--- src/rtl/core/fkpc_pkg.sv ---
// Shared types, constants and code helpers for the four-key press classifier.
`timescale 1ns / 1ps

package fkpc_pkg;

  localparam int unsigned NumKeys  = 4;
  localparam int unsigned PinW     = 4;
  localparam int unsigned CountW   = 16;
  localparam int unsigned CodeW    = 6;
  localparam int unsigned CfgIdxW  = 2;
  localparam int unsigned KeyIdxW  = $clog2(NumKeys);

  localparam logic [CountW-1:0] CountMax = 16'hFFFF;

  // Register indexes
  localparam logic [CfgIdxW-1:0] CfgDebounce   = 2'd0;
  localparam logic [CfgIdxW-1:0] CfgLongPress  = 2'd1;
  localparam logic [CfgIdxW-1:0] CfgComboStart = 2'd2;
  localparam logic [CfgIdxW-1:0] CfgComboExtra = 2'd3;

  // Register reset values
  localparam logic [CountW-1:0] DebounceRst   = 16'd2;
  localparam logic [CountW-1:0] LongPressRst  = 16'd100;
  localparam logic [CountW-1:0] ComboStartRst = 16'd0;
  localparam logic [CountW-1:0] ComboExtraRst = 16'd30;

  typedef logic [CodeW-1:0]   code_t;
  typedef logic [NumKeys-1:0] keyvec_t;

  typedef struct packed {
    logic [CountW-1:0] debounce;
    logic [CountW-1:0] long_press;
    logic [CountW-1:0] combo_start;
    logic [CountW-1:0] combo_extra;
  } cfg_t;

  // Next-state view of one key, before any combo fire is applied
  typedef struct packed {
    logic down_nxt;
    logic member_nxt;
    logic released;
    logic short_evt;
    logic long_evt;
  } key_evt_t;

  // Registered flags of one key
  typedef struct packed {
    logic down;
    logic locked;
    logic member;
    logic fired;
  } key_st_t;

  // Combo unit result for one transfer
  typedef struct packed {
    logic    fire;
    keyvec_t mask;
    code_t   code;
  } combo_res_t;

  function automatic code_t short_code(int unsigned idx);
    logic [31:0] v;
    v = idx + 32'd1;
    return v[CodeW-1:0];
  endfunction

  function automatic code_t long_code(int unsigned idx);
    logic [31:0] v;
    v = (idx + 32'd1) * 32'd11;
    return v[CodeW-1:0];
  endfunction

  function automatic code_t combo_code(logic [KeyIdxW-1:0] first,
                                       logic [KeyIdxW-1:0] second);
    logic [7:0] v;
    v = ({{(8-KeyIdxW){1'b0}}, first} + 8'd1) * 8'd10
        + {{(8-KeyIdxW){1'b0}}, second} + 8'd1;
    return v[CodeW-1:0];
  endfunction

endpackage

--- src/rtl/core/fkpc_if.sv ---
// Valid/ready channel interfaces for pin levels and key codes.
`timescale 1ns / 1ps

interface fkpc_pin_if;
  logic                       valid;
  logic                       ready;
  logic [fkpc_pkg::PinW-1:0]  pin_levels;

  modport source (output valid, output pin_levels, input ready);
  modport sink   (input valid, input pin_levels, output ready);
endinterface

interface fkpc_code_if;
  logic                       valid;
  logic                       ready;
  logic [fkpc_pkg::CodeW-1:0] key_code;

  modport source (output valid, output key_code, input ready);
  modport sink   (input valid, input key_code, output ready);
endinterface

--- src/rtl/core/fkpc_key_slice.sv ---
// Per-key hold counter and flag state with short/long press detection.
`timescale 1ns / 1ps

module fkpc_key_slice (
  input  logic               clk_i,
  input  logic               rst_ni,
  input  logic               accept_i,
  input  logic               level_i,
  input  logic               mask_zero_i,
  input  logic               combo_set_i,
  input  fkpc_pkg::cfg_t     cfg_i,
  output fkpc_pkg::key_evt_t evt_o,
  output fkpc_pkg::key_st_t  st_o
);
  import fkpc_pkg::*;

  logic              down_q, down_d;
  logic              locked_q, locked_d;
  logic              member_q, member_d;
  logic              fired_q, fired_d;
  logic [CountW-1:0] hold_q, hold_d;
  logic [CountW-1:0] hold_base;

  always_comb begin
    down_d     = down_q;
    locked_d   = locked_q;
    member_d   = member_q;
    fired_d    = fired_q;
    hold_d     = hold_q;
    hold_base  = down_q ? hold_q : '0;
    evt_o      = '0;
    if (level_i) begin
      if (down_q) begin
        down_d = 1'b0;
        if (member_q) begin
          member_d = 1'b0;
          fired_d  = 1'b0;
        end else if (hold_q > cfg_i.debounce && hold_q <= cfg_i.long_press && mask_zero_i) begin
          evt_o.short_evt = 1'b1;
        end
        locked_d       = 1'b0;
        evt_o.released = 1'b1;
      end
      hold_d = '0;
    end else begin
      if (!down_q) begin
        down_d   = 1'b1;
        member_d = !mask_zero_i && !fired_q;
      end
      hold_d = (hold_base == CountMax) ? hold_base : hold_base + 1'b1;
      if (hold_d > cfg_i.long_press && !locked_q && mask_zero_i) begin
        evt_o.long_evt = 1'b1;
        locked_d       = 1'b1;
      end
    end
    evt_o.down_nxt   = down_d;
    evt_o.member_nxt = member_d;
  end

  always_ff @(posedge clk_i or negedge rst_ni) begin
    if (!rst_ni) begin
      down_q     <= 1'b0;
      locked_q   <= 1'b0;
      member_q   <= 1'b0;
      fired_q    <= 1'b0;
      hold_q     <= '0;
    end else if (accept_i) begin
      down_q     <= down_d;
      locked_q   <= locked_d | combo_set_i;
      member_q   <= member_d | combo_set_i;
      fired_q    <= fired_d | combo_set_i;
      hold_q     <= hold_d;
    end
  end

  assign st_o = '{down: down_q, locked: locked_q, member: member_q, fired: fired_q};

endmodule

--- src/rtl/core/fkpc_combo.sv ---
// Combo mask and combo timer; decides when a two-key combo code fires.
`timescale 1ns / 1ps

module fkpc_combo (
  input  logic                 clk_i,
  input  logic                 rst_ni,
  input  logic                 accept_i,
  input  fkpc_pkg::keyvec_t    down_nxt_i,
  input  fkpc_pkg::keyvec_t    member_nxt_i,
  input  logic                 released_any_i,
  input  fkpc_pkg::cfg_t       cfg_i,
  output logic                 mask_zero_o,
  output fkpc_pkg::combo_res_t res_o
);
  import fkpc_pkg::*;

  keyvec_t           mask_q, mask_d, mask_a;
  logic [CountW-1:0] count_q, count_d, count_a, count_b;
  logic [CountW:0]   thresh;
  logic              multi;
  logic              got_first, got_second;
  logic [KeyIdxW-1:0] first_idx, second_idx;

  assign thresh      = {1'b0, cfg_i.debounce} + {1'b0, cfg_i.combo_extra};
  assign multi       = $countones(down_nxt_i) >= 2;
  assign mask_zero_o = (mask_q == '0);

  always_comb begin
    mask_a  = released_any_i ? member_nxt_i : mask_q;
    count_a = released_any_i ? cfg_i.combo_start : count_q;
    mask_d  = mask_a;
    count_b = count_a;
    if (multi) begin
      if (mask_a == '0) begin
        mask_d  = down_nxt_i;
        count_b = cfg_i.combo_start;
      end else if (count_a != CountMax) begin
        count_b = count_a + 1'b1;
      end
    end else begin
      mask_d  = '0;
      count_b = cfg_i.combo_start;
    end

    // two lowest keys of the mask
    got_first  = 1'b0;
    got_second = 1'b0;
    first_idx  = '0;
    second_idx = '0;
    for (int unsigned i = 0; i < NumKeys; i++) begin
      if (mask_d[i]) begin
        if (!got_first) begin
          got_first = 1'b1;
          first_idx = i[KeyIdxW-1:0];
        end else if (!got_second) begin
          got_second = 1'b1;
          second_idx = i[KeyIdxW-1:0];
        end
      end
    end

    res_o.fire = multi && ({1'b0, count_b} > thresh) && got_second;
    res_o.mask = mask_d;
    res_o.code = combo_code(first_idx, second_idx);
    count_d    = res_o.fire ? '0 : count_b;
  end

  always_ff @(posedge clk_i or negedge rst_ni) begin
    if (!rst_ni) begin
      mask_q  <= '0;
      count_q <= ComboStartRst;
    end else if (accept_i) begin
      mask_q  <= mask_d;
      count_q <= count_d;
    end
  end

endmodule

--- src/rtl/core/fkpc_out_buf.sv ---
// Two-entry result buffer that decouples the code channel from the pin channel.
`timescale 1ns / 1ps

module fkpc_out_buf (
  input  logic                clk_i,
  input  logic                rst_ni,
  input  logic                push_i,
  input  fkpc_pkg::code_t     push_code_i,
  output logic                full_o,
  fkpc_code_if.source         out_if
);
  import fkpc_pkg::*;

  logic [1:0] cnt_q, cnt_d;
  code_t      data0_q, data0_d;
  code_t      data1_q, data1_d;
  logic       pop;

  assign pop          = out_if.valid && out_if.ready;
  assign full_o       = cnt_q[1];
  assign out_if.valid = (cnt_q != 2'd0);
  assign out_if.key_code = data0_q;

  always_comb begin
    cnt_d   = cnt_q;
    data0_d = data0_q;
    data1_d = data1_q;
    case ({push_i, pop})
      2'b10: begin
        if (cnt_q == 2'd0) data0_d = push_code_i;
        else               data1_d = push_code_i;
        cnt_d = cnt_q + 2'd1;
      end
      2'b01: begin
        data0_d = data1_q;
        cnt_d   = cnt_q - 2'd1;
      end
      2'b11: begin
        if (cnt_q == 2'd1) begin
          data0_d = push_code_i;
        end else begin
          data0_d = data1_q;
          data1_d = push_code_i;
        end
      end
      default: ;
    endcase
  end

  always_ff @(posedge clk_i or negedge rst_ni) begin
    if (!rst_ni) begin
      cnt_q <= 2'd0;
    end else begin
      cnt_q <= cnt_d;
    end
  end

  always_ff @(posedge clk_i) begin
    data0_q <= data0_d;
    data1_q <= data1_d;
  end

endmodule

--- src/rtl/core/four_key_press_classifier.sv ---
// Top level of the four-key press classifier.
`timescale 1ns / 1ps
// Usage
//   in_if  : one transfer per scan tick; pin_levels bit i is key i+1, low = pressed.
//   out_if : exactly one key_code per accepted tick, in order. 0 means nothing;
//            1..4 short press, 11/22/33/44 long press, 12..34 two-key combo
//            (tens digit = lower key). Codes are not held across ticks.
//   cfg    : cfg_we_i writes cfg_data_i to register cfg_idx_i (0 debounce,
//            1 long press, 2 combo timer start, 3 combo extra ticks). Write only
//            while idle; takes effect for the next tick.
// Timing
//   Each tick is classified in a single pass of per-key compares/increments
//   and the combo timer, straight into the result buffer, which registers
//   key_code and its valid; throughput is one tick per cycle, limited only
//   by the two-entry result buffer.
// Reset
//   All key flags, hold counters and the combo mask clear; registers return to
//   2/100/0/30; combo timer loads 0. No clearing pass, ready from the first cycle.
// Backpressure
//   With out_if stalled the buffer still takes one more tick, then in_if.ready
//   drops until a code transfer frees a slot.

module four_key_press_classifier (
  input  logic                           clk_i,
  input  logic                           rst_ni,
  input  logic                           cfg_we_i,
  input  logic [fkpc_pkg::CfgIdxW-1:0]   cfg_idx_i,
  input  logic [fkpc_pkg::CountW-1:0]    cfg_data_i,
  fkpc_pin_if.sink                       in_if,
  fkpc_code_if.source                    out_if
);
  import fkpc_pkg::*;

  cfg_t       cfg_q;
  logic       accept;
  logic       buf_full;
  logic       mask_zero;
  logic       released_any;
  keyvec_t    down_nxt, member_nxt;
  keyvec_t    down_vec, locked_vec, member_vec, fired_vec;
  key_evt_t   evt   [NumKeys];
  key_st_t    st    [NumKeys];
  combo_res_t combo;
  code_t      code;

  // Configuration registers
  always_ff @(posedge clk_i or negedge rst_ni) begin
    if (!rst_ni) begin
      cfg_q.debounce    <= DebounceRst;
      cfg_q.long_press  <= LongPressRst;
      cfg_q.combo_start <= ComboStartRst;
      cfg_q.combo_extra <= ComboExtraRst;
    end else if (cfg_we_i) begin
      unique case (cfg_idx_i)
        CfgDebounce:   cfg_q.debounce    <= cfg_data_i;
        CfgLongPress:  cfg_q.long_press  <= cfg_data_i;
        CfgComboStart: cfg_q.combo_start <= cfg_data_i;
        CfgComboExtra: cfg_q.combo_extra <= cfg_data_i;
        default: ;
      endcase
    end
  end

  assign in_if.ready = !buf_full;
  assign accept      = in_if.valid && in_if.ready;

  // One slice per key; keys beyond the pin width read as released
  for (genvar g = 0; g < NumKeys; g++) begin : g_key
    logic level;
    if (g < PinW) begin : g_pin
      assign level = in_if.pin_levels[g];
    end else begin : g_nopin
      assign level = 1'b1;
    end

    fkpc_key_slice u_slice (
      .clk_i,
      .rst_ni,
      .accept_i    (accept),
      .level_i     (level),
      .mask_zero_i (mask_zero),
      .combo_set_i (combo.fire && combo.mask[g]),
      .cfg_i       (cfg_q),
      .evt_o       (evt[g]),
      .st_o        (st[g])
    );

    assign down_nxt[g]   = evt[g].down_nxt;
    assign member_nxt[g] = evt[g].member_nxt;
    assign down_vec[g]   = st[g].down;
    assign locked_vec[g] = st[g].locked;
    assign member_vec[g] = st[g].member;
    assign fired_vec[g]  = st[g].fired;
  end

  always_comb begin
    released_any = 1'b0;
    for (int unsigned i = 0; i < NumKeys; i++) begin
      released_any = released_any | evt[i].released;
    end
  end

  fkpc_combo u_combo (
    .clk_i,
    .rst_ni,
    .accept_i       (accept),
    .down_nxt_i     (down_nxt),
    .member_nxt_i   (member_nxt),
    .released_any_i (released_any),
    .cfg_i          (cfg_q),
    .mask_zero_o    (mask_zero),
    .res_o          (combo)
  );

  // Later event wins: higher key over lower, combo over any key event
  always_comb begin
    code = '0;
    for (int unsigned i = 0; i < NumKeys; i++) begin
      if (evt[i].short_evt) code = short_code(i);
      if (evt[i].long_evt)  code = long_code(i);
    end
    if (combo.fire) code = combo.code;
  end

  fkpc_out_buf u_out_buf (
    .clk_i,
    .rst_ni,
    .push_i      (accept),
    .push_code_i (code),
    .full_o      (buf_full),
    .out_if      (out_if)
  );

  // Assertions

  // A firing combo locks every key of its mask
  a_fire_locks: assert property (@(posedge clk_i) disable iff (!rst_ni)
    accept && combo.fire |=> (($past(combo.mask) & ~locked_vec) == '0))
    else $error("combo fire did not lock its keys");

  // Key state only moves on a pin transfer
  a_state_hold: assert property (@(posedge clk_i) disable iff (!rst_ni)
    !accept |=> $stable(down_vec) && $stable(fired_vec))
    else $error("key state changed without a transfer");

  // A fired key stays down and in its combo until released
  a_fired_member: assert property (@(posedge clk_i) disable iff (!rst_ni)
    (fired_vec & ~(member_vec & down_vec)) == '0)
    else $error("fired key outside combo or released");

  // Input only stalls behind pending results
  a_stall_cause: assert property (@(posedge clk_i) disable iff (!rst_ni)
    !in_if.ready |-> out_if.valid)
    else $error("input stalled with no pending code");

endmodule
--- src/flat_wrapper.sv ---
// flat-port wrapper written by rule: the top's interface ports become plain ports
module four_key_press_classifier_flat import fkpc_pkg::*;
  (clk_i, rst_ni, cfg_we_i, cfg_idx_i, cfg_data_i, in_if_valid, in_if_pin_levels, in_if_ready, out_if_valid, out_if_key_code, out_if_ready);
  fkpc_pin_if in_if_i ();
  fkpc_code_if out_if_i ();
  input  logic clk_i;
  input  logic rst_ni;
  input  logic cfg_we_i;
  input  logic [fkpc_pkg::CfgIdxW-1:0] cfg_idx_i;
  input  logic [fkpc_pkg::CountW-1:0] cfg_data_i;
  input wire logic [$bits(in_if_i.valid)-1:0] in_if_valid;
  input wire logic [$bits(in_if_i.pin_levels)-1:0] in_if_pin_levels;
  output wire logic [$bits(in_if_i.ready)-1:0] in_if_ready;
  output wire logic [$bits(out_if_i.valid)-1:0] out_if_valid;
  output wire logic [$bits(out_if_i.key_code)-1:0] out_if_key_code;
  input wire logic [$bits(out_if_i.ready)-1:0] out_if_ready;
  assign in_if_i.valid = in_if_valid;
  assign in_if_i.pin_levels = in_if_pin_levels;
  assign in_if_ready = in_if_i.ready;
  assign out_if_valid = out_if_i.valid;
  assign out_if_key_code = out_if_i.key_code;
  assign out_if_i.ready = out_if_ready;
  four_key_press_classifier u_core (.clk_i(clk_i), .rst_ni(rst_ni), .cfg_we_i(cfg_we_i), .cfg_idx_i(cfg_idx_i), .cfg_data_i(cfg_data_i), .in_if(in_if_i), .out_if(out_if_i));
endmodule
--- config.mk ---
export PLATFORM = sky130hd
export DESIGN_NAME = four_key_press_classifier_flat
export DESIGN_NICKNAME = d
export VERILOG_FILES = /design/src/rtl/core/fkpc_pkg.sv /design/src/rtl/core/fkpc_if.sv /design/src/rtl/core/fkpc_key_slice.sv /design/src/rtl/core/fkpc_combo.sv /design/src/rtl/core/fkpc_out_buf.sv /design/src/rtl/core/four_key_press_classifier.sv /design/src/flat_wrapper.sv
export SDC_FILE = /design/constraint.sdc
export NUM_CORES = 1
export LEC_CHECK = 0
export ABC_AREA = 1
export BUFFER_PORTS_ARGS = -buffer_cell sky130_fd_sc_hd__buf_2
export CAP_MARGIN = 10
export CORE_AREA = 10 10 264 266
export CTS_CLUSTER_DIAMETER = 120
export DETAILED_ROUTE_END_ITERATION = 8
export DIE_AREA = 0 0 274 276
export SYNTH_ARGS = -nofsm -noshare
export SYNTH_HDL_FRONTEND = slang
export SYNTH_SLANG_ARGS = --single-unit
--- constraint.sdc ---
create_clock -name clk_i -period 9.2 [get_ports clk_i]
set_input_delay 2.76 -clock clk_i [delete_from_list [all_inputs] [get_ports clk_i]]
set_output_delay 2.76 -clock clk_i [all_outputs]
set_load 0.02 [all_outputs]
---- Word level (Yosys, flattened, before mapping) ----
Cells that the tools add are included.
storage, ports and cells
  register bits after elaboration ......... 178
  input bits .............................. 27
  output and inout bits ................... 8
  logic and storage cells ................. 263
cells by class
  add/sub/neg operators ................... 14
  multipliers ............................. 1
  order comparisons ....................... 14
  equal/unequal tests ..................... 15
  muxes and demuxes ....................... 123
  bitwise logic cells ..................... 15
  reductions and logical operators ........ 52
operators by type and width
  kind                     number
  $mux W16                 17
  $gt A16 B16 Y1           8
  $add A16 B1 Y16 const B  5
  $mux W1                  70
  $eq A16 B16 Y1 const B   4
  $le A16 B16 Y1           4
  $mux W6                  8
  $mux W2                  18
  $logic_and A1 B1 Y1      28
  $mux W4                  5
  $pmux W6 S3              1
  $add A16 B16 Y17         1
  $gt A16 B17 Y1           1
  $ne A16 B16 Y1 const B   1
  $or A1 B1 Y1             15
  $pmux W6 S2              1
  $logic_not A1 Y1         10
  $mux W5                  2
  $reduce_and A2 Y1        5
  $eq A2 B2 Y1 const B     4
  $logic_not A4 Y1         2
  $add A6 B1 Y6 const B    1
  $add A6 B2 Y6            1
  $eq A2 B1 Y1 const B     3
  other kinds (13)         19

---- Logic depth before layout (Yosys ltp) ----
  depth in word-level cells ............... 28
  mapped depth ............................ 33
  depth with buffers taken out ............ 31

---- Hierarchy ----
Synthesis repeated with hierarchy kept, for this count alone.
second synthesis, totals
  cell total of the unflattened synthesis .. 2,531
  area, all modules ....................... 17,619.4 µm²
modules (own cells, without submodules)
  module                                         times used  cells an instance  area an instance (µm²)  seq. area each (µm²)
  fkpc_key_slice at u_core.g_key[0].u_slice ...  3           409                2,712.6                 500.5
  fkpc_combo                                     1           552                3,338.2                 500.5
  four_key_press_classifier                      1           275                2,758.9                 1,611.5
  fkpc_key_slice at u_core.g_key[1].u_slice      1           411                2,688.8                 500.5
  fkpc_out_buf                                   1           66                 695.7                   410.4

---- Worst setup path after synthesis ----
Ideal clock, no wire load.
  path type ............................... input to register
  start ................................... in in_if_pin_levels[1]
  end ..................................... reg u_core.u_out_buf.data0_q[1], in the netlist u_core.u_out_buf.out_if.key_code[1], data pin
  library setup time ...................... 0.250 ns
  arrival time ............................ 6.123 ns
  required time ........................... 8.950 ns
  path slack .............................. 2.828 ns
  stages .................................. 30
  path buffers ............................ 2
  cell sequence ........................... nand2_2 -> nand2_4 -> nor2_8 -> buf_12 -> buf_12 -> nand2_2 -> o21ai_2 -> inv_1 -> ha_1 -> inv_1 -> nor3_2 -> nand2_1 -> inv_2 -> nand4_4 -> nand2_1 -> o21ai_0 -> inv_1 -> ha_1 -> inv_1 -> nor4_1 -> nor3b_1 -> nand4_1 -> nand3_1 -> nand3_1 -> nor2_4 -> inv_2 -> nand3_1 -> nand3_1 -> nand2_1 -> inv_1
on the way
  longest elaborated chain between the ends .. 22
  elaborated cells on any way between the ends .. 60
  those cells by class .................... 6 x add/sub; 1 x mul; 2 x order compare; 1 x eq/ne; 44 x mux; 3 x bitwise; 3 x reduce/logical
ends and longest elaborated chain
  item                                                                    line                                    RTL
  start, declared                                                         flat_wrapper.sv:12                      input wire logic [$bits(in_if_i.pin_levels)-1:0] in_if_pin_levels;
  parallel branches: the longest is 19 deep, another holds $add A2 B2 Y3  n/a
  $mux W6 (*)                                                             four_key_press_classifier.sv:122        if (combo.fire) code = combo.code;
  $mux W6 (on tied branches)                                              fkpc_out_buf.sv:39, fkpc_out_buf.sv:30
  $pmux W6 S3 (*)                                                         fkpc_out_buf.sv:28                      case ({push_i, pop})
  named net u_core.u_out_buf.data0_d[1]                                   fkpc_out_buf.sv:15                      code_t data0_q, data0_d;
  end signal, assigned                                                    fkpc_out_buf.sv:59                      data0_q <= data0_d;
  end, declared                                                           fkpc_out_buf.sv:15
Mark *: on every way through the listed nets, which the timed path passes. The select of a mux whose other input is x is not followed.
A chain may end at the register's enable or synchronous reset.

---- Final worst setup path ----
  start ................................... in in_if_pin_levels[3]
  end ..................................... reg u_core.u_out_buf.data0_q[0], in the netlist u_core.u_out_buf.out_if.key_code[0], data pin
on the way
  longest elaborated chain between the ends .. 20
  elaborated cells on any way between the ends .. 46
  those cells by class .................... 5 x add/sub; 2 x order compare; 1 x eq/ne; 34 x mux; 1 x bitwise; 3 x reduce/logical
ends and longest elaborated chain
  item                                                                    line
  parallel branches: the longest is 17 deep, another holds $add A2 B2 Y3  n/a
  $mux W6 (*)                                                             four_key_press_classifier.sv:122
  $mux W6 (on tied branches)                                              fkpc_out_buf.sv:39, fkpc_out_buf.sv:30
  $pmux W6 S3 (*)                                                         fkpc_out_buf.sv:28
  named net u_core.u_out_buf.data0_d[0]                                   fkpc_out_buf.sv:15
Marks and branches as above.

==> out/results.txt <==
Site Rows: 93
Initial antenna violation count: 2
Skew final: 0.0186 ns
Setup crit start kind: primary input
Post-Syn Instances: 2124
CTS HTree Levels: 4
Placed cell count: 2973
Sink Count: 178
Clock latency on the worst-skew pair: 0.47 ns
Seq cells post-synth: 178
Clock root buffer: clkbuf_16
RSZ-0062 raised after global routing: false
Setup Viol. Count Final: 0
Total Power: 0.00413 W
Post-synth top flop: dfrtp_1
Gpl congestion: 0.889
Cts bufs inserted: 17
Synth Warn #: 0
Fin util: 0.273
WL per Instance: 15.8 µm
Setup TNS: 0 ns
Post-synth top cells: nand2_1, inv_1, ha_1, dfrtp_1, o21ai_0
Synth top area share: 0.248
Clk pin slew, worst setup/hold paths: 0.07 ns
Gr ovfl total: 0
Slowest Stage Delay on Critical Path: 0.44 ns
Die height: 276 µm
Most common cell in the synthesized netlist: nand2_1
Final worst-path cycle share: 0.759
Critical Path AT: 7.21 ns
CORE AREA: 0.0641 mm²
Footprint of the multi-input gates: 0.0101 mm²
Post-synth ARST share: 0.933
Fillers: 6974
I/O pin cnt: 35
Worst VDD drop: 0.158 mV
Initial Util: 0.249
Status: finished clean
Register area: 0.00452 mm²
Sequential fraction of the synthesis area: 0.284
Port Buf Inserts: 34
First-pass detailed-route iteration total: 6
Worst Path Max Fanout: 33
Chip width: 274 µm
Leakage power: 8.49 nW
CTS tree: yes
Worst path most repeated cell: inv_1
Total track usage: 0.125
Setup repair bufs after CTS: 0
MaxCap Viol Count: 0
Fin crit period: 6.98 ns
CP Capture Type: flip-flop
Post-synthesis cell type count: 69
PD cells: 235 mW/mm²
First-pass GRT wire length: 75300 µm
Final hold slack: 0.486 ns
# DRC: 0
Worst Path Required: 9.43 ns
F_max: 0.143 GHz
Synth Cell Area: 0.0159 mm²
Reg2reg setup slack: 3.81 ns
Area delta synth->final: 10.0%
Mean Syn Cell Area: 7.50 µm²
CTS Buffer Depth: 2
Die Area: 0.0756 mm²
Post-Layout Cell Count: 3006
Min-delay worst type: flip-flop to flip-flop
Final Hold Fails: 0
Nets: 2410
WL final: 47600 µm
Synth area leader: dfrtp_1
Vias: 14200
Share of cells above drive strength 1: 0.0893
Pins Over Slew Limit: 0
Slew Limit Headroom: 0.197
Largest cells by area after synthesis: dfrtp_1, ha_1, nand2_1
Hold buffers post-CTS: 0
Final ANT Viol Nets: 0
CP max stage cell: nor2_8
Number of synthesized flops with an enable pin: 12
CP Class: primary input to flip-flop
Mapped Nets: 2397
Tightest Pin Transition: 1.20 ns
Largest net degree at the start of global routing: 95
Via density: 4.73
Number of DRC markers in iteration 0: 1079
Number of global-route vias before repair: 13300
Hpwl dp: 35900 µm
Resize count post-CTS: 0
path summary, 6_finish.rpt:
check	to	depth (start not counted)	startpoint
setup / recovery	u_core.u_out_buf.out_if.key_code[0]	29	in_if_pin_levels[3]
hold / removal	u_core.u_combo.count_q[9]	2	u_core.u_combo.count_q[9]
setup reg to reg	u_core.u_out_buf.out_if.key_code[0]	28	u_core.g_key[3].u_slice.down_q
hold reg to reg	u_core.u_combo.count_q[9]	2	u_core.u_combo.count_q[9]
max in group asynchronous	u_core.u_combo.count_q[11]	2	rst_ni
min in group asynchronous	u_core.g_key[3].u_slice.hold_q[7]	1	rst_ni
cell type report:
class,instances,share of cell area
Multi-Input combinational cell,1610,0.574
Sequential cell,178,0.258
Inverter,291,0.0623
Tap cell,855,0.0610
Clock buffer,18,0.0250
Timing Repair Buffer,39,0.0123
Clock inverter,14,0.00671
Antenna cell,1,0.000143
cell families after synthesis:
group,after synthesis,synth area share
adder cells (fa/ha/maj),246,0.195
buffers and inverters,336,0.0845
multiplexers,3,0.00196
AO/OA/AOI/OAI,417,0.153
flip-flops,178,0.284
XOR/XNOR,58,0.0323
AND/OR/NAND/NOR,886,0.250
critical path: cells and delay by family:
kind	cells	cell delay, ns
compound gates	2	0.40
fa+ha+maj	2	0.58
buf+inv	8	0.75
simple gates	17	2.72
state kept, by name, summed over array words and instances, names as in the netlist:
signal                            flops
u_core.cfg_q                         64
u_core.g_key.u_slice.down_q           4
u_core.g_key.u_slice.fired_q          4
u_core.g_key.u_slice.hold_q          64
u_core.g_key.u_slice.locked_q         4
u_core.g_key.u_slice.member_q         4
u_core.u_combo.count_q               16
u_core.u_combo.mask_q                 4
u_core.u_out_buf.cnt_q                2
u_core.u_out_buf.data1_q              6
u_core.u_out_buf.out_if.key_code      6
where the power goes:
part | switching [W] | total, W | internal [W] | leakage, nW
Clock | 0.000374 | 0.000736 | 0.000362 | 0.274
Sequential | 0.000173 | 0.00114 | 0.000971 | 2.26
Combinational | 0.00149 | 0.00225 | 0.000757 | 5.95
Total | 0.00204 | 0.00413 | 0.00209 | 8.49
per-stage QoR:
step	setup WS (ns)	instance area, µm²
after floorplan	2.83	15900
after global placement	1.82	17000
after detailed placement	1.77	17000
after CTS	2.25	17500
after global routing	1.77	17500
final	2.22	17500
routing by layer:
metal,track usage,vias to the layer above,part of all wire
met5,0,-,0
met4,0.0412,0,0.025
met3,0.0251,62,0.057
met2,0.195,336,0.44
met1,0.169,6661,0.48
li1,-,7169,-
layout by cell type, fill, tap and decap left out, types with 14 or more instances in the layout:
master and instances:
o21ai_1 18, inv_1 272, nand2_2 24, nand3_1 87, nor3_2 14, clkbuf_16 17, a21oi_1 132, xnor2_1 19
o22ai_1 21, nor2_1 133, nor3_1 35, ha_1 243, inv_2 15, a22o_1 16, nand2_1 494, xor2_1 38
nand4_1 38, dfrtp_1 158, buf_2 33, o21ai_0 155
Note: power is estimated with default switching activity, not from simulation.
